`src/hw/rtl/drp_pkg.sv`:
```
// Shared constants, codes and controller/datapath interface types for the rate pacer.
package drp_pkg;

    localparam int COUNT_BITS   = 40;
    localparam int TIME_BITS    = 62;
    localparam int RATE_BITS    = 32;
    localparam int USEC_BITS    = 20;
    localparam int PROD_BITS    = COUNT_BITS + USEC_BITS;
    localparam int WIDE_BITS    = (PROD_BITS > TIME_BITS) ? PROD_BITS + 1 : TIME_BITS + 1;
    localparam int DIV_CNT_BITS = $clog2(PROD_BITS);
    localparam int IDLE_BITS    = 7;
    localparam int SLEEP_BITS   = 17;
    localparam int CFG_IDX_BITS = 2;
    localparam int RECIP_BITS   = 18;
    localparam int MS_SHIFT     = 27;
    localparam int HINT_PROD_BITS = SLEEP_BITS + RECIP_BITS;

    localparam logic [USEC_BITS-1:0]  USEC_PER_SEC = USEC_BITS'(1000000);
    localparam logic [TIME_BITS-1:0]  MS_US        = TIME_BITS'(1000);
    localparam logic [TIME_BITS-1:0]  SLEEP_CAP_US = TIME_BITS'(100 * 1000);
    localparam logic [IDLE_BITS-1:0]  IDLE_CAP_MS  = IDLE_BITS'(100);
    localparam logic [RECIP_BITS-1:0] MS_RECIP     = RECIP_BITS'(134218);
    localparam logic [TIME_BITS-1:0]  TIME_MAX     = {TIME_BITS{1'b1}};

    localparam logic OP_POLL = 1'b0;
    localparam logic OP_TICK = 1'b1;

    localparam logic [CFG_IDX_BITS-1:0] REG_OPS_RATE   = 2'd0;
    localparam logic [CFG_IDX_BITS-1:0] REG_START_TIME = 2'd1;
    localparam logic [CFG_IDX_BITS-1:0] REG_IDLE_FLAG  = 2'd2;

    typedef enum logic [2:0] {
        ST_IDLE,
        ST_MUL,
        ST_DIV,
        ST_FIN,
        ST_OUT
    } state_t;

    typedef struct packed {
        logic tick;
        logic cap_poll;
        logic mul;
        logic div;
        logic fin;
        logic load_out;
    } cmd_t;

    typedef struct packed {
        logic div_last;
    } status_t;

endpackage

```
`src/hw/rtl/drp_ctrl.sv`:
```
// Controller state machine that sequences capture, multiply, divide, finish and result load.
module drp_ctrl (
    input  logic            clk,
    input  logic            rst_n,
    input  logic            in_valid,
    output logic            in_ready,
    input  logic            op,
    output logic            out_valid,
    input  logic            out_ready,
    input  drp_pkg::status_t status,
    output drp_pkg::cmd_t   cmd
);
    import drp_pkg::*;

    state_t state_reg;
    state_t state_next;
    logic   out_valid_reg;
    logic   out_valid_next;
    logic   accept;
    logic   out_free;

    assign in_ready  = (state_reg == ST_IDLE);
    assign accept    = in_valid && in_ready;
    assign out_free  = !out_valid_reg || out_ready;
    assign out_valid = out_valid_reg;

    always_comb
    begin
        state_next = state_reg;
        unique case (state_reg)
            ST_IDLE:
            begin
                if (accept && (op == OP_POLL))
                begin
                    state_next = ST_MUL;
                end
            end
            ST_MUL:
            begin
                state_next = ST_DIV;
            end
            ST_DIV:
            begin
                if (status.div_last)
                begin
                    state_next = ST_FIN;
                end
            end
            ST_FIN:
            begin
                state_next = ST_OUT;
            end
            ST_OUT:
            begin
                if (out_free)
                begin
                    state_next = ST_IDLE;
                end
            end
            default:
            begin
                state_next = ST_IDLE;
            end
        endcase
    end

    always_comb
    begin
        cmd = '0;
        unique case (state_reg)
            ST_IDLE:
            begin
                cmd.tick     = accept && (op == OP_TICK);
                cmd.cap_poll = accept && (op == OP_POLL);
            end
            ST_MUL:
            begin
                cmd.mul = 1'b1;
            end
            ST_DIV:
            begin
                cmd.div = 1'b1;
            end
            ST_FIN:
            begin
                cmd.fin = 1'b1;
            end
            ST_OUT:
            begin
                cmd.load_out = out_free;
            end
            default:
            begin
                cmd = '0;
            end
        endcase
    end

    always_comb
    begin
        out_valid_next = out_valid_reg;
        if (cmd.load_out)
        begin
            out_valid_next = 1'b1;
        end
        else if (out_ready)
        begin
            out_valid_next = 1'b0;
        end
    end

    always_ff @(posedge clk or negedge rst_n)
    begin
        if (!rst_n)
        begin
            state_reg     <= ST_IDLE;
            out_valid_reg <= 1'b0;
        end
        else
        begin
            state_reg     <= state_next;
            out_valid_reg <= out_valid_next;
        end
    end

endmodule

```
`src/hw/rtl/drp_datapath.sv`:
```
// Datapath with configuration registers, event counter, deadline divider and result registers.
module drp_datapath (
    input  logic                               clk,
    input  logic                               rst_n,
    input  drp_pkg::cmd_t                      cmd,
    output drp_pkg::status_t                   status,
    input  logic [drp_pkg::TIME_BITS-1:0]      now_us,
    input  logic                               cfg_write,
    input  logic [drp_pkg::CFG_IDX_BITS-1:0]   cfg_index,
    input  logic [drp_pkg::TIME_BITS-1:0]      cfg_data,
    output logic                               due,
    output logic [drp_pkg::TIME_BITS-1:0]      amount_us,
    output logic [drp_pkg::IDLE_BITS-1:0]      idle_wait_ms,
    output logic [drp_pkg::SLEEP_BITS-1:0]     sleep_hint_us
);
    import drp_pkg::*;

    logic [RATE_BITS-1:0]    ops_rate_reg;
    logic [TIME_BITS-1:0]    start_time_reg;
    logic                    idle_flag_reg;
    logic [COUNT_BITS-1:0]   count_reg;
    logic [TIME_BITS-1:0]    now_reg;
    logic [PROD_BITS-1:0]    quot_reg;
    logic [RATE_BITS-1:0]    rem_reg;
    logic [DIV_CNT_BITS-1:0] div_cnt_reg;
    logic [TIME_BITS-1:0]    diff_reg;
    logic                    ge_reg;
    logic                    fin_due_reg;
    logic [TIME_BITS-1:0]    fin_amount_reg;
    logic                    due_reg;
    logic [TIME_BITS-1:0]    amount_reg;
    logic [IDLE_BITS-1:0]    idle_reg;
    logic [SLEEP_BITS-1:0]   sleep_reg;

    logic [RATE_BITS:0]      trial;
    logic                    qbit;
    logic [RATE_BITS:0]      trial_sub;
    logic [WIDE_BITS-1:0]    q_w;
    logic [WIDE_BITS-1:0]    d_w;
    logic [WIDE_BITS-1:0]    rem_w;
    logic                    fin_due_next;
    logic [TIME_BITS-1:0]    fin_amount_next;
    logic [HINT_PROD_BITS-1:0] hint_prod;
    logic                    below_ms;
    logic                    big;
    logic [IDLE_BITS-1:0]    idle_next;
    logic [SLEEP_BITS-1:0]   sleep_next;

    assign status.div_last = (div_cnt_reg == '0);

    // Restoring division step: one quotient bit per cycle.
    assign trial     = {rem_reg, quot_reg[PROD_BITS-1]};
    assign qbit      = (trial >= {1'b0, ops_rate_reg});
    assign trial_sub = trial - {1'b0, ops_rate_reg};

    always_comb
    begin
        q_w             = WIDE_BITS'(quot_reg);
        d_w             = WIDE_BITS'(diff_reg);
        rem_w           = '0;
        fin_due_next    = 1'b0;
        fin_amount_next = '0;
        if (ops_rate_reg == '0)
        begin
            fin_due_next = 1'b1;
        end
        else if (ge_reg && (d_w >= q_w))
        begin
            fin_due_next    = 1'b1;
            fin_amount_next = TIME_BITS'(d_w - q_w);
        end
        else
        begin
            if (ge_reg)
            begin
                rem_w = q_w - d_w;
            end
            else
            begin
                rem_w = q_w + d_w;
            end
            if (rem_w > WIDE_BITS'(TIME_MAX))
            begin
                fin_amount_next = TIME_MAX;
            end
            else
            begin
                fin_amount_next = TIME_BITS'(rem_w);
            end
        end
    end

    assign below_ms  = (fin_amount_reg < MS_US);
    assign big       = (fin_amount_reg >= SLEEP_CAP_US);
    assign hint_prod = HINT_PROD_BITS'(fin_amount_reg[SLEEP_BITS-1:0])
                       * HINT_PROD_BITS'(MS_RECIP);

    always_comb
    begin
        idle_next  = '0;
        sleep_next = '0;
        if (!fin_due_reg && !below_ms)
        begin
            if (idle_flag_reg)
            begin
                idle_next = big ? IDLE_CAP_MS : hint_prod[MS_SHIFT +: IDLE_BITS];
            end
            else
            begin
                sleep_next = big ? SLEEP_CAP_US[SLEEP_BITS-1:0]
                                 : fin_amount_reg[SLEEP_BITS-1:0];
            end
        end
    end

    always_ff @(posedge clk or negedge rst_n)
    begin
        if (!rst_n)
        begin
            ops_rate_reg   <= '0;
            start_time_reg <= '0;
            idle_flag_reg  <= 1'b0;
            count_reg      <= '0;
            div_cnt_reg    <= '0;
        end
        else
        begin
            if (cfg_write)
            begin
                unique case (cfg_index)
                    REG_OPS_RATE:   ops_rate_reg   <= cfg_data[RATE_BITS-1:0];
                    REG_START_TIME: start_time_reg <= cfg_data;
                    REG_IDLE_FLAG:  idle_flag_reg  <= cfg_data[0];
                    default:        ;
                endcase
            end
            if (cmd.tick && (count_reg != {COUNT_BITS{1'b1}}))
            begin
                count_reg <= count_reg + COUNT_BITS'(1);
            end
            if (cmd.mul)
            begin
                div_cnt_reg <= DIV_CNT_BITS'(PROD_BITS - 1);
            end
            else if (cmd.div && !status.div_last)
            begin
                div_cnt_reg <= div_cnt_reg - DIV_CNT_BITS'(1);
            end
        end
    end

    always_ff @(posedge clk)
    begin
        if (cmd.cap_poll)
        begin
            now_reg <= now_us;
        end
        if (cmd.mul)
        begin
            quot_reg <= PROD_BITS'(count_reg) * PROD_BITS'(USEC_PER_SEC);
            rem_reg  <= '0;
            ge_reg   <= (now_reg >= start_time_reg);
            diff_reg <= (now_reg >= start_time_reg) ? (now_reg - start_time_reg)
                                                    : (start_time_reg - now_reg);
        end
        if (cmd.div)
        begin
            quot_reg <= {quot_reg[PROD_BITS-2:0], qbit};
            rem_reg  <= qbit ? trial_sub[RATE_BITS-1:0] : trial[RATE_BITS-1:0];
        end
        if (cmd.fin)
        begin
            fin_due_reg    <= fin_due_next;
            fin_amount_reg <= fin_amount_next;
        end
        if (cmd.load_out)
        begin
            due_reg    <= fin_due_reg;
            amount_reg <= fin_amount_reg;
            idle_reg   <= idle_next;
            sleep_reg  <= sleep_next;
        end
    end

    assign due           = due_reg;
    assign amount_us     = amount_reg;
    assign idle_wait_ms  = idle_reg;
    assign sleep_hint_us = sleep_reg;

endmodule

```
`src/hw/rtl/drift_free_rate_pacer.sv`:
```
// Top level of the drift-free rate pacer: controller, datapath and checks.
//
//  Channel  Handshake             Payload
//  in       in_valid / in_ready   op, now_us
//  out      out_valid / out_ready due, amount_us, idle_wait_ms, sleep_hint_us
//  cfg      cfg_write             cfg_index, cfg_data
//
// A tick advances the event count, which saturates, and gives no result.
// A poll passes through the multiply, divide and finish states before its result is loaded,
// and the restoring divider forms one quotient bit per cycle.
// Reset clears the configuration registers, the event count and all control state.
// A result waits in the output register; the next item can be taken meanwhile, and a
// poll that finishes while that result is still held stalls until it is taken.
module drift_free_rate_pacer (
    input  logic                              clk,
    input  logic                              rst_n,
    input  logic                              in_valid,
    output logic                              in_ready,
    input  logic                              op,
    input  logic [drp_pkg::TIME_BITS-1:0]     now_us,
    output logic                              out_valid,
    input  logic                              out_ready,
    output logic                              due,
    output logic [drp_pkg::TIME_BITS-1:0]     amount_us,
    output logic [drp_pkg::IDLE_BITS-1:0]     idle_wait_ms,
    output logic [drp_pkg::SLEEP_BITS-1:0]    sleep_hint_us,
    input  logic                              cfg_write,
    input  logic [drp_pkg::CFG_IDX_BITS-1:0]  cfg_index,
    input  logic [drp_pkg::TIME_BITS-1:0]     cfg_data
);
    import drp_pkg::*;

    cmd_t    cmd;
    status_t status;

    drp_ctrl u_ctrl (
        .clk       (clk),
        .rst_n     (rst_n),
        .in_valid  (in_valid),
        .in_ready  (in_ready),
        .op        (op),
        .out_valid (out_valid),
        .out_ready (out_ready),
        .status    (status),
        .cmd       (cmd)
    );

    drp_datapath u_datapath (
        .clk           (clk),
        .rst_n         (rst_n),
        .cmd           (cmd),
        .status        (status),
        .now_us        (now_us),
        .cfg_write     (cfg_write),
        .cfg_index     (cfg_index),
        .cfg_data      (cfg_data),
        .due           (due),
        .amount_us     (amount_us),
        .idle_wait_ms  (idle_wait_ms),
        .sleep_hint_us (sleep_hint_us)
    );

    // A tick transfer never produces a result.
    assert property (@(posedge clk) disable iff (!rst_n)
        (in_valid && in_ready && (op == OP_TICK)) |=> !$rose(out_valid))
        else $error("result appeared after a tick");

    // A due result carries no wait hint.
    assert property (@(posedge clk) disable iff (!rst_n)
        (out_valid && due) |-> ((idle_wait_ms == '0) && (sleep_hint_us == '0)))
        else $error("hint given on a due result");

    // A result that is not due always has time remaining.
    assert property (@(posedge clk) disable iff (!rst_n)
        (out_valid && !due) |-> (amount_us != '0))
        else $error("zero remaining time on a result that is not due");

    // The two hints are never both set, and the idle hint respects its cap.
    assert property (@(posedge clk) disable iff (!rst_n)
        out_valid |-> (((idle_wait_ms == '0) || (sleep_hint_us == '0))
                       && (idle_wait_ms <= IDLE_CAP_MS)))
        else $error("wait hints out of range");

endmodule
```
`config.mk`:
```
export PLATFORM = sky130hd
export DESIGN_NAME = drift_free_rate_pacer
export DESIGN_NICKNAME = d
export VERILOG_FILES = /design/src/hw/rtl/drp_pkg.sv /design/src/hw/rtl/drp_ctrl.sv /design/src/hw/rtl/drp_datapath.sv /design/src/hw/rtl/drift_free_rate_pacer.sv
export SDC_FILE = /design/constraint.sdc
export NUM_CORES = 2
export LEC_CHECK = 0
export ABC_CLOCK_PERIOD_IN_PS = 15600
export BUFFER_PORTS_ARGS = -buffer_cell sky130_fd_sc_hd__buf_2
export CORE_UTILIZATION = 56
export DETAILED_ROUTE_END_ITERATION = 10
export PLACE_DENSITY = 0.71
export SLEW_MARGIN = 20
export SYNTH_ARGS = -nofsm -noshare
export SYNTH_HDL_FRONTEND = slang
export SYNTH_HIERARCHICAL = 1
export SYNTH_SLANG_ARGS = --single-unit
export TNS_END_PERCENT = 20
```
`constraint.sdc`:
```
create_clock -name clk -period 15.6 [get_ports clk]
set_input_delay 3.12 -clock clk [delete_from_list [all_inputs] [get_ports clk]]
set_output_delay 3.12 -clock clk [all_outputs]
set_load 0.01 [all_outputs]
```
After elaboration in Yosys (flattened, before gate mapping) --
Index checks and enable logic that the tools add are counted.
Cells by class: divide/modulo/power cells 0, reduce and logical (&&, ||, !) cells 27, equal/unequal tests 10, $lt $le $gt $ge 6, add/subtract/negate cells 8, bitwise logic cells 3, shifts and indexed selects 0, multipliers 2, multiplexer cells 27
Operators with widths (number):
- $mux 63 | 3
- $mux 62 | 3
- $sub 62x62->62 | 2
- $mux 60 | 2
- $mux 32 | 3
- $add 60x62->63 | 1
- $gt 63x62->1 const B | 1
- $sub 60x62->63 | 1
- $ge 62x17->1 const B | 1
- $ge 62x60->1 | 1
- $ge 62x62->1 | 1
- $lt 62x10->1 const B | 1
- $sub 62x60->62 | 1
- $mul 40x14->54 const B | 1
- $add 40x1->40 const B | 1
- $ne 40x40->1 const B | 1
- $ge 33x32->1 | 1
- $mul 17x17->33 const B | 1
- $logic_not 32->1 | 1
- $sub 32x32->32 | 1
- $mux 17 | 1
- $pmux 3 s5 | 1
- $mux 6 | 2
- $mux 3 | 3
- 23 further kinds | 48
Storage, ports and cells: input port bits 132, memory bits (writable) 0, output and inout bits 89, register bits 512, logic and storage cells 103, memories kept 0, bits in read-only memories 0, bits in latches 0

Logic depth before layout (Yosys ltp) --
depth in word-level cells 7, depth in mapped cells 24

Hierarchy --
Netlist, hierarchy kept.
By module, submodules not included:
- drp_datapath | instances 1, cells each 5345, area an instance 49575.0 um^2
- drp_ctrl | instances 1, cells each 22, area an instance 236.5 um^2

Least setup slack after synthesis --
Ideal clock, no wire load.
kind register to register, from register u_ctrl.state_reg[1], to register u_datapath.quot_reg[0], enable pin, required time 15189 ps, slack 8161 ps, path buffers 0, cell stages (with the launch flop) 3, data arrival time 7027 ps, period minus slack after synthesis 7439 ps, cell sequence dfrtp_1 > nor3b_1 > or2_2
RTL lines:
- start: declaration | line drp_ctrl.sv:15 | state_t state_reg;
- start signal: assignment | line drp_ctrl.sv:121 | state_reg <= state_next;
- end signal: assignment | line drp_datapath.sv:160 | quot_reg <= PROD_BITS'(count_reg) * PROD_BITS'(USEC_PER_SEC);
- end signal: assignment | line drp_datapath.sv:168 | quot_reg <= {quot_reg[PROD_BITS-2:0], qbit};
- end: declaration | line drp_datapath.sv:23 | logic [PROD_BITS-1:0] quot_reg;

Final worst setup path --
from register u_datapath.count_reg[14], to register u_datapath.quot_reg[59] (data pin)
Between the ends: longest elaborated chain between the ends 3
RTL lines:
- start: declaration | line drp_datapath.sv:21 | logic [COUNT_BITS-1:0] count_reg;
- start signal: assignment | line drp_datapath.sv:139 | count_reg <= count_reg + COUNT_BITS'(1);
- $mul 40x14->54 | line drp_datapath.sv:160
- $mux 60 | line drp_datapath.sv:158 | if (cmd.mul)
- $mux 60 | line drp_datapath.sv:166 | if (cmd.div)
Every way passes these cells. The select of a mux whose other input is x is not followed. A chain may end at the register's enable or synchronous reset.

==> flow_metrics.env <==
export IMPL_critPathTopFamily="adder cells"
export IMPL_clk_path_buf_depth=3
export IMPL_vias=41000
export IMPL_synth_top_family_by_area="adder cells"
export IMPL_synth_xor_area_share_pct=6.20
export IMPL_drt_iter0_markers=4147
export IMPL_cts_tree="yes"
export IMPL_cts_inserted_buffers=58
export IMPL_synth_edf_count=367
export IMPL_wirelength_mm=149
export IMPL_antenna_found_initial=4
export IMPL_drc=0
export IMPL_drv_cap=0
export IMPL_cp_num_buf_inv=4
export IMPL_io_pins=221
export IMPL_core_rowCount=109
export IMPL_hold_violations=0
export IMPL_seq_power_share_pct=32.6
export IMPL_io_buffers=220
export IMPL_setup_ws_ns=8.46
export IMPL_synth_top_cell_area_share_pct=22.1
export IMPL_relSlewSlack_pct=25.7
export IMPL_internal_power_w=0.00341
export IMPL_worstMarginPinSlew_ns=1.10
export IMPL_irDropWorstVdd_mv=0.123
export IMPL_chipWidth_um=300
export IMPL_synth_cell_types=89
export IMPL_syn_to_final_growth_pct=8.26
export IMPL_grt_pass1_vias=39600
export IMPL_cts_resized=0
export IMPL_ys_flop_type="edfxtp_1"
export IMPL_synth_top_area_cell="edfxtp_1"
export IMPL_setup_viol=0
export IMPL_clk_latency_ns=0.68
export IMPL_period_share_pct=45.7
export IMPL_gp_congestion=1.04
export IMPL_seq_area_frac_synth_pct=29.4
export IMPL_crit_fanout=6
export IMPL_ys_ff_latch=512
export IMPL_p_leak_nw=24.4
export IMPL_synthCells=5367
export IMPL_slowest_stage="a221oi_1"
export IMPL_comb_power_share_pct=40.4
export IMPL_synth_compound_area_share_pct=17.9
export IMPL_ant_nets=0
export IMPL_antenna_cells=0
export IMPL_fmax_mhz=140
export IMPL_grt_pass1_wl_mm=231
export IMPL_syn_num_nets=6368
export IMPL_via_per_inst=6.12
export IMPL_required_ns=15.99
export IMPL_critPathMaxStageDelay_ns=0.60
export IMPL_cts_clk_slew_worst_paths_ns=0.06
export IMPL_finClkSkew_ns=0.0392
export IMPL_syn_area_sq_mm=0.0498
export IMPL_h_tree_depth=2
export IMPL_power_density_mw_per_mm2=102
export IMPL_layout_common_cells="inv_1 (668), ha_1 (647), a21oi_1 (464)"
export IMPL_synth_async_sr_flop_share_pct=28.3
export IMPL_swShare_pct=38.1
export IMPL_crit_top_cell="fa_1"
export IMPL_nNetsFinal=6486
export IMPL_post_drt_wl_per_cell_um=22.3
export IMPL_core_area_sq_mm=0.0882
export IMPL_clkPwrFrac_pct=27.0
export IMPL_grt_start_max_net_pins=105
export IMPL_final_common_cell="inv_1"
export IMPL_start_kind="flip-flop"
export IMPL_setup_tns_ns=0
export IMPL_synthAdderAreaFrac_pct=25.2
export IMPL_synthMuxAreaShare_pct=2.35
export IMPL_track_usage_pct=33.1
export IMPL_worstSetupEndpointType="flip-flop"
export IMPL_avgSynthCellArea_sq_um=9.28
export IMPL_cts_setup_buffers=0
export IMPL_switchingPower_w=0.00210
export IMPL_hpwl_mm=120
export IMPL_slew_viol_final=0
export IMPL_status="complete, no violations"
export IMPL_drt_pass1_iter_count=6
export IMPL_yosys_area_share_simple_pct=12.3
export IMPL_cp_data_arrival_time_ns=7.53
export IMPL_critPathKind="reg -> reg"
export IMPL_rsz0062_at_grt="false"
export IMPL_grt_ovfl_total=0
export IMPL_place_ws_ns=8.48
export IMPL_hold_path_class="reg -> reg"
export IMPL_synthTopCellsByArea="edfxtp_1 (22%), ha_1 (16%), fa_1 (8.9%)"
export IMPL_drive_above_1_share_pct=8.87
export IMPL_die_height_um=300
export IMPL_start_util_pct=56.5
export IMPL_cts_sinks=512
export IMPL_fin_crit_ns=7.14
export IMPL_root_buffer="clkbuf_16"
export IMPL_ctsHoldBuffers=0
export IMPL_fp_dieArea_sq_mm=0.0901
export IMPL_ys_warnings_count=6
export IMPL_path_cells="inv_1 -> fa_1 -> inv_1 -> fa_1 -> fa_1 -> fa_1 -> ha_1 -> inv_1 -> fa_1 -> inv_1 -> ha_1 -> a21oi_1 -> o21ai_0 -> a211oi_1 -> o21ai_0 -> a21oi_1 -> o21ai_0 -> a221oi_1 -> a31oi_1 -> a311oi_1 -> xnor2_1 -> o21ai_0"
[power groups by stage]
stage	sequential (W)	combinational [W]	clock, W
5_1_grt	0.00180	0.00243	0.00156
6_report	0.00179	0.00222	0.00148
3_5_place_dp	0.00182	0.00215	0
4_1_cts	0.00179	0.00217	0.00152
2_1_floorplan	0.00175	0.00160	0
3_3_place_gp	0.00181	0.00215	0
[cells in the mapped netlist (all sizes together), types with 44 or more instances]
master,number
a21o,156
a21oi,464
a31oi,62
and3,46
clkbuf,152
dfrtp,145
edfxtp,367
fa,222
ha,647
inv,669
mux2,73
nand2,345
nand3,99
nand4,104
nor2,318
nor2b,49
nor3,93
nor4,44
o21a,60
o21ai,317
o21bai,75
xnor2,247
xor2,104
[worst paths after layout]
check	from	endpoint	slack [ns]	depth (start not counted)
setup / recovery	u_datapath/count_reg[14]	u_datapath/quot_reg[59]	8.46	22
hold / removal	u_datapath/fin_amount_reg[30]	u_datapath/amount_us[30]	0.45	0
setup reg to reg	u_datapath/count_reg[14]	u_datapath/quot_reg[59]	8.46	22
hold reg to reg	u_datapath/fin_amount_reg[30]	u_datapath/amount_us[30]	0.45	0
max in group asynchronous	rst_n	u_datapath/count_reg[3]	11.72	2
min in group asynchronous	rst_n	u_datapath/ops_rate_reg[15]	2.51	1
[routing by layer]
metal	global-route usage [%]	up-vias	wire length, um
li1	-	19200	-
met1	46.2	19700	64700
met2	52.3	1771	67200
met3	5.33	263	11700
met4	10.8	4	5480
met5	0	-	28
[stage by stage]
| step | power (W) | util, % | hold WS, ns | instance area [sq um] | cells |
|---|---|---|---|---|---|
| 4_1_cts | 0.00548 | 61.1 | 0.455 | 53900 | 6699 |
| 3_5_place_dp | 0.00397 | 58.8 | 0.441 | 51900 | 6590 |
| 5_1_grt | 0.00579 | 61.1 | 0.472 | 53900 | 6699 |
| 6_report | 0.00550 | 61.1 | 0.453 | 53900 | 6699 |
| 3_3_place_gp | 0.00396 | 58.8 | 0.433 | 51900 | 6590 |
| 2_1_floorplan | 0.00336 | - | 0.427 | 49800 | 5367 |
[final cells by class]
type | count | area, sq um
multi-input cells | 3997 | 31900
flip-flops and latches | 512 | 14600
well taps | 1165 | 1460
inverters | 669 | 2510
clock inverters | 36 | 498
repair buffers | 247 | 1310
fillers | 7613 | 34300
clock buffers | 73 | 1560
[cell families after synthesis]
group,Yosys count
compound gates,1415
xor+xnor,351
fa+ha+maj,869
buf+inv,858
flops,512
mux,108
simple gates,1254
[worst reg2reg max path, stage by stage (launching register included)]
cell	delay, ns
dfrtp_1	0.51
inv_1	0.28
fa_1	0.56
inv_1	0.06
fa_1	0.50
fa_1	0.58
fa_1	0.42
ha_1	0.28
inv_1	0.05
fa_1	0.50
inv_1	0.05
ha_1	0.36
a21oi_1	0.23
o21ai_0	0.21
a211oi_1	0.29
o21ai_0	0.13
a21oi_1	0.15
o21ai_0	0.25
a221oi_1	0.60
a31oi_1	0.27
a311oi_1	0.36
xnor2_1	0.15
o21ai_0	0.08
Note: power is estimated with default switching activity, not from simulation.
